### src/sv/dcp_pkg.sv
// widths, constants and stage payload types of the distance constraint projection
// no dependencies; used by the square root, the dividers and the top level
package dcp_pkg;

   localparam int COORD_W  = 32;
   localparam int EXT_W    = 36;
   localparam int DIFF_W   = 33;
   localparam int MASS_W   = 24;
   localparam int WSUM_W   = 25;
   localparam int REST_W   = 31;
   localparam int STIFF_W  = 17;
   localparam int KW_W     = 41;
   localparam int KW_LO_W  = 21;
   localparam int SQ_W     = 66;
   localparam int LEN_W    = 33;
   localparam int DEN0_W   = 58;
   localparam int PK_W     = 74;
   localparam int CHUNK_W  = 25;
   localparam int PP_W     = 58;
   localparam int NUM_W    = 108;
   localparam int DEN_W    = 75;
   localparam int QUO_W    = 35;
   localparam int SQ_STEPS = 33;
   localparam int SQ_REM_W = 35;
   localparam int DIV_LAT  = QUO_W + 1;
   localparam int HALF_SHIFT = 15;
   localparam int DEN_SHIFT  = 16;

   localparam logic [STIFF_W-1:0] STIFF_RESET = 17'd65536;
   localparam logic [QUO_W-1:0]   MAG_LIMIT   = 35'h4_0000_0000;
   localparam logic [COORD_W-1:0] SAT_MAX     = 32'h7FFF_FFFF;
   localparam logic [COORD_W-1:0] SAT_MIN     = 32'h8000_0000;

   typedef logic [2:0][COORD_W-1:0] vec_type;
   typedef logic [2:0][DIFF_W-1:0]  dm_type;
   typedef logic [1:0][KW_W-1:0]    kw_type;

   // before the square root
   typedef struct packed {
      vec_type              a;
      vec_type              b;
      logic [2:0]           d_neg;
      dm_type               dm;
      logic [REST_W-1:0]    rest;
      kw_type               kw;
      logic [WSUM_W-1:0]    wsum;
   } pre_type;

   // after the length is known
   typedef struct packed {
      vec_type              a;
      vec_type              b;
      logic [2:0]           d_neg;
      dm_type               dm;
      kw_type               kw;
      logic [LEN_W-1:0]     len_err;
      logic                 diff_neg;
      logic [DEN0_W-1:0]    den0;
      logic                 degen;
   } len_type;

   // carried around the dividers
   typedef struct packed {
      vec_type              a;
      vec_type              b;
      logic [2:0]           neg;
      logic                 degen;
   } pos_type;

   typedef struct packed {
      vec_type              a;
      vec_type              b;
      logic                 degen;
   } res_type;

endpackage

### src/sv/dcp_isqrt.sv
// pipelined floor square root, one result bit per stage
// depends on dcp_pkg
module dcp_isqrt
   import dcp_pkg::*;
(
   input  logic                clock,
   input  logic                adv,
   input  logic [SQ_W-1:0]     rad,
   output logic [LEN_W-1:0]    root
);

   logic [SQ_REM_W-1:0] rem_ff  [SQ_STEPS-1];
   logic [SQ_W-1:0]     rad_ff  [SQ_STEPS-1];
   logic [LEN_W-1:0]    root_ff [SQ_STEPS];

   for (genvar k = 0; k < SQ_STEPS; k++) begin : g_step
      logic [SQ_REM_W-1:0] rem_prev;
      logic [SQ_W-1:0]     rad_prev;
      logic [LEN_W-1:0]    root_prev;
      logic [SQ_REM_W+1:0] t;
      logic [SQ_REM_W+1:0] trial;
      logic                ge;

      if (k == 0) begin : g_first
         assign rem_prev  = '0;
         assign rad_prev  = rad;
         assign root_prev = '0;
      end else begin : g_next
         assign rem_prev  = rem_ff[k-1];
         assign rad_prev  = rad_ff[k-1];
         assign root_prev = root_ff[k-1];
      end

      // bring down the next digit pair and try root*4+1
      assign t     = {rem_prev, rad_prev[SQ_W-1 -: 2]};
      assign trial = {{(SQ_REM_W-LEN_W){1'b0}}, root_prev, 2'b01};
      assign ge    = (t >= trial);

      always_ff @(posedge clock) begin
         if (adv) begin
            root_ff[k] <= {root_prev[LEN_W-2:0], ge};
         end
      end

      if (k < SQ_STEPS - 1) begin : g_carry
         always_ff @(posedge clock) begin
            if (adv) begin
               rem_ff[k] <= ge ? SQ_REM_W'(t - trial) : SQ_REM_W'(t);
               rad_ff[k] <= {rad_prev[SQ_W-3:0], 2'b00};
            end
         end
      end
   end

   assign root = root_ff[SQ_STEPS-1];

endmodule

### config.mk
export PLATFORM = sky130hd
export DESIGN_NAME = dcp_isqrt
export DESIGN_NICKNAME = d
export VERILOG_FILES = /design/src/sv/dcp_pkg.sv /design/src/sv/dcp_isqrt.sv
export SDC_FILE = /design/constraint.sdc
export NUM_CORES = 2
export LEC_CHECK = 0
export BUFFER_PORTS_ARGS = -buffer_cell sky130_fd_sc_hd__buf_2
export CAP_MARGIN = 20
export CORE_ASPECT_RATIO = 0.6
export CORE_UTILIZATION = 40
export DETAILED_ROUTE_END_ITERATION = 12
export HOLD_SLACK_MARGIN = 0.03
export PLACE_DENSITY_LB_ADDON = 0.1
export SLEW_MARGIN = 20
export SYNTH_ARGS = -nofsm -noshare
export SYNTH_HDL_FRONTEND = slang
export SYNTH_MEMORY_MAX_BITS = 65536
export SYNTH_SLANG_ARGS = --single-unit
### constraint.sdc
create_clock -name clock -period 4.3 [get_ports clock]
set_clock_uncertainty 0.1 [all_clocks]
set_input_delay 0.645 -clock clock [delete_from_list [all_inputs] [get_ports clock]]
set_output_delay 0.645 -clock clock [all_outputs]
set_load 0.03 [all_outputs]
# After elaboration in Yosys (flattened, before gate mapping)
# Memory sizes are Yosys's and may differ from the RTL's.
# Index checks and enable logic that the tools add are counted.
# word_totals
input_bits	68
mem_bits_rw	4257
wordCells	102
memories	3
register_bits	0
# classes
n_mux	34
add_sub_neg	32
n_lt_le_gt_ge	33
# memory_table
memory	depth	width	read_ports	rd_ports_with_merged_regs	wr	line	rtl
rad_ff	32	64	32	0	32	dcp_isqrt.sv:13	logic [SQ_W-1:0] rad_ff [SQ_STEPS-1];
rem_ff	32	35	32	0	32	dcp_isqrt.sv:12	logic [SQ_REM_W-1:0] rem_ff [SQ_STEPS-1];
root_ff	33	33	33	0	33	dcp_isqrt.sv:14	logic [LEN_W-1:0] root_ff [SQ_STEPS];
# ops
cell	count
$ge 37x35->1	32
$mux 35	32
$sub 35x35->35	31
$sub 2x1->3 const B	1
$ge 2x1->1 const B	1
$mux 1	2

# Depth between registers and ports, before layout
# An unclocked memory read counts as a cell.
# depth
depth_word	3
mapped_depth	15
mapped_depth_nobuf	12

# Worst setup path before layout
# Ideal clock, no wire load.
# synth_timing
path_kind	reg-to-reg
from	memory rem_ff[20][2]
to	memory rem_ff[21][17] (data pin)
setup_ps	260
path_slack_ps	901
arrival_time_ps	3039
path_stages_with_launch	10
required_time_ps	3940
path_cell_list	edfxtp_1 ha_1 or3_1 o22a_1 a2111oi_0 o211ai_1 a31o_2 a21oi_2 buf_2 mux2_2
# synth_lines
element	line
from (decl)	dcp_isqrt.sv:12

==> impl_metrics.ini <==
[synth]
synth_xor_area_frac = 0.0620
yosysTopAreaCell = edfxtp_1
ys_async_sr_fraction = 0
synth_area_leaders = edfxtp_1 (64%), ha_1 (5.9%), xnor2_1 (3.2%), xor2_1 (3.0%), a21oi_1 (2.3%)
synth_edf_count = 2684
synth_seq_cells = 2684
ys_warn_count = 0
post_synth_num_cell_types = 99
syn_inst = 9825
ys_seq_area_frac = 0.640
avgSynthCellArea_um2 = 12.8
syn_nets = 10500
synth_top_area_frac = 0.640
synth_top_family_by_area = simple AND/OR/NAND/NOR gates
synth.cell_area_mm2 = 0.126
muxShareOfSynthArea = 0.00739
synthFlopType = edfxtp_1
synth-compound-area-share = 0.0990
yosys.area_share.simple = 0.103
synthAdderAreaFrac = 0.0592

[finish]
seqCellArea_mm2 = 0.0806
num-fill-cells = 28000
nNetsFinal = 10900
fin_area_mm2 = 0.143
multiInputGateArea_mm2 = 0.0418
layout_commonest_cell = edfxtp_1
drive_above_1_share = 0.0827
area_delta_synth_final_pct = 13.2
final_cell_mix = edfxtp_1 (2684), inv_1 (751), nand2_1 (678), ha_1 (596), a21oi_1 (579)

[timing]
fin_crit_ns = 4.10
fin_crit_sh = 0.954
slew_violations = 0
fin_tns_setup_ns = 0
worst_slack_ns = 0.196
relSlewSlack = 0.164
rsz0062_at_grt = false
max_slew.worst_pin.slew_ns = 1.25
setup_violations = 0
fmax_ghz = 0.244
finalHoldViolCount = 0

[run]
maxCapViolCount = 0

[worst_hold_path]
hp-start = adv
hp-class = input pin to flop

[die]
die_y_um = 437
start_util = 0.402
core_area_mm2 = 0.313
rows = 159
die_area_mm2 = 0.317
chipWidth_um = 726
top_level_ports = 101

[setup_path]
cp.buffers_inverters = 2
worstPathMaxFanout = 17
crit_type = flop to flop
crit_start = root_ff[1][365]
path_cells = inv_1 > ha_1 > o21a_1 > o22ai_1 > o221a_2 > a21o_1 > a211oi_1 > o21ai_1 > and2_1 > buf_4 > nor3_1 > xor2_1
worstPathRequired_ns = 4.80
crit_path_end_kind = flop
worstReg2RegStart = root_ff[1][365]
slowest_delay_ns = 0.84
cp_slowest_cell = a211oi_1
startpoint_type = flop
arrival_ns = 4.61
crit_family = compound AO/OA/AOI/OAI gates

[clock_network]
numCtsBuffers = 277
clk-insertion-delay-late_ns = 0.88
cts_tree = built
cts_buffer_depth = 4
post_cts_buffers = 0
htreeDepth = 5
numClockSinks = 2684
clk_pin_slew_ns = 0.06
cts_root_buf = clkbuf_16

[pwr]
vdd.ir_drop.worst_mv = 0.336
cellLeakagePower_uw = 0.0538
p_per_area_mw_per_mm2 = 537

[route]
drt-total-wl_um = 314000
firstDrtPassIters = 5
antenna_left = 0
vias = 78700
drt-vias-per-instance = 5.36
routedWlPerCell_um = 21.4
drtIter0Drc = 8208
route.detailed.drc = 0

[global_routing]
grt_use_total = 0.194
use_met3 = 0.0356
grt_use_met2 = 0.241
met1_usage = 0.338
antenna_found_initial = 21
grt_max_degree = 118
grt_pass1_wl_um = 475000
gr-max-usage-layer = met1
grt.overflow.total = 0
grt_pass1_vias = 74100

[placement]
dp_hpwl_um = 231000
post_dp_cell_area_mm2 = 0.133
gp_congestion = 0.879
port_buffers = 100
dp_slack_ns = 0.174

[run_status]
status = completed
## worst paths after layout
kind | cells after the start | end | slack (ns)
max | 12 | rem_ff[28][30] | 0.20
min | 1 | rad_ff[8][47] | 0.27
max reg2reg | 12 | rem_ff[28][30] | 0.20
min reg2reg | 0 | rad_ff[21][58] | 0.30
## layer usage
layer | vias up | share of wire
met5 | - | 0
met3 | 356 | 0.074
met4 | 0 | 0.017
li1 | 37400 | -
met2 | 2298 | 0.36
met1 | 38700 | 0.55
## sequential cells by signal, summed over array words and instances, names as in the netlist
name / flops
rem_ff: 1067
rad_ff: 1056
root_ff: 561
## cells in the mapped netlist, types with 57 or more instances
master    instances
edfxtp_1       2684
inv_1           751
nand2_1         678
ha_1            596
a21oi_1         581
nor2_1          569
o21ai_0         516
xnor2_1         459
xor2_1          432
nor3_1          259
a21o_1          242
nand3_1         175
clkbuf_1        173
nor4_1          132
nand2b_1        122
o21a_1          118
nand4_1         112
nor2b_1         103
or3_1            97
o31ai_1          71
or4_1            66
mux2_2           63
a31oi_1          62
and3_1           61
a211oi_1         58
or2_2            57
## stage by stage
stage          hold WS [ns]  utilization  std cells  total power, µW
2_1_floorplan         0.300            -       9825            46400
3_3_place_gp          0.300        0.425      14100            52400
3_5_place_dp          0.305        0.425      14100            52400
4_1_cts               0.195        0.455      14700            77300
5_1_grt               0.216        0.455      14700            80500
6_report              0.269        0.456      14700            76600
## logic make-up (layout without fill, tap and decap cells)
| logic type | after synthesis | count (layout) |
|---|---|---|
| AO/OA/AOI/OAI | 1999 | 1999 |
| XOR/XNOR | 891 | 891 |
| adder cells (fa/ha/maj) | 596 | 596 |
| buffers and inverters | 969 | 1616 |
| flip-flops | 2684 | 2684 |
| multiplexers | 84 | 84 |
| other | 1 | 9 |
| AND/OR/NAND/NOR | 2601 | 2601 |
## what timing repair did
action	CTS	global route
hold buffers	67	0
hold endpoints to repair	67	0
setup endpoints to repair	0	13
gates resized for setup	0	3
## layout make-up
type | instances | share of cell area
antenna | 8 | 0.000140
clock buffer | 330 | 0.0506
clock inverter | 159 | 0.0119
inverter | 757 | 0.0199
multi-input combinational | 6172 | 0.293
sequential | 2684 | 0.565
tap | 4186 | 0.0367
timing repair buffer | 370 | 0.0222
## where the power goes
group,internal (µW),switching [µW],leakage (µW)
combinational,6730,9940,0.0236
clock,13800,10400,0.00432
sequential,33100,2550,0.0258
Power figures use the tool's default switching activity.
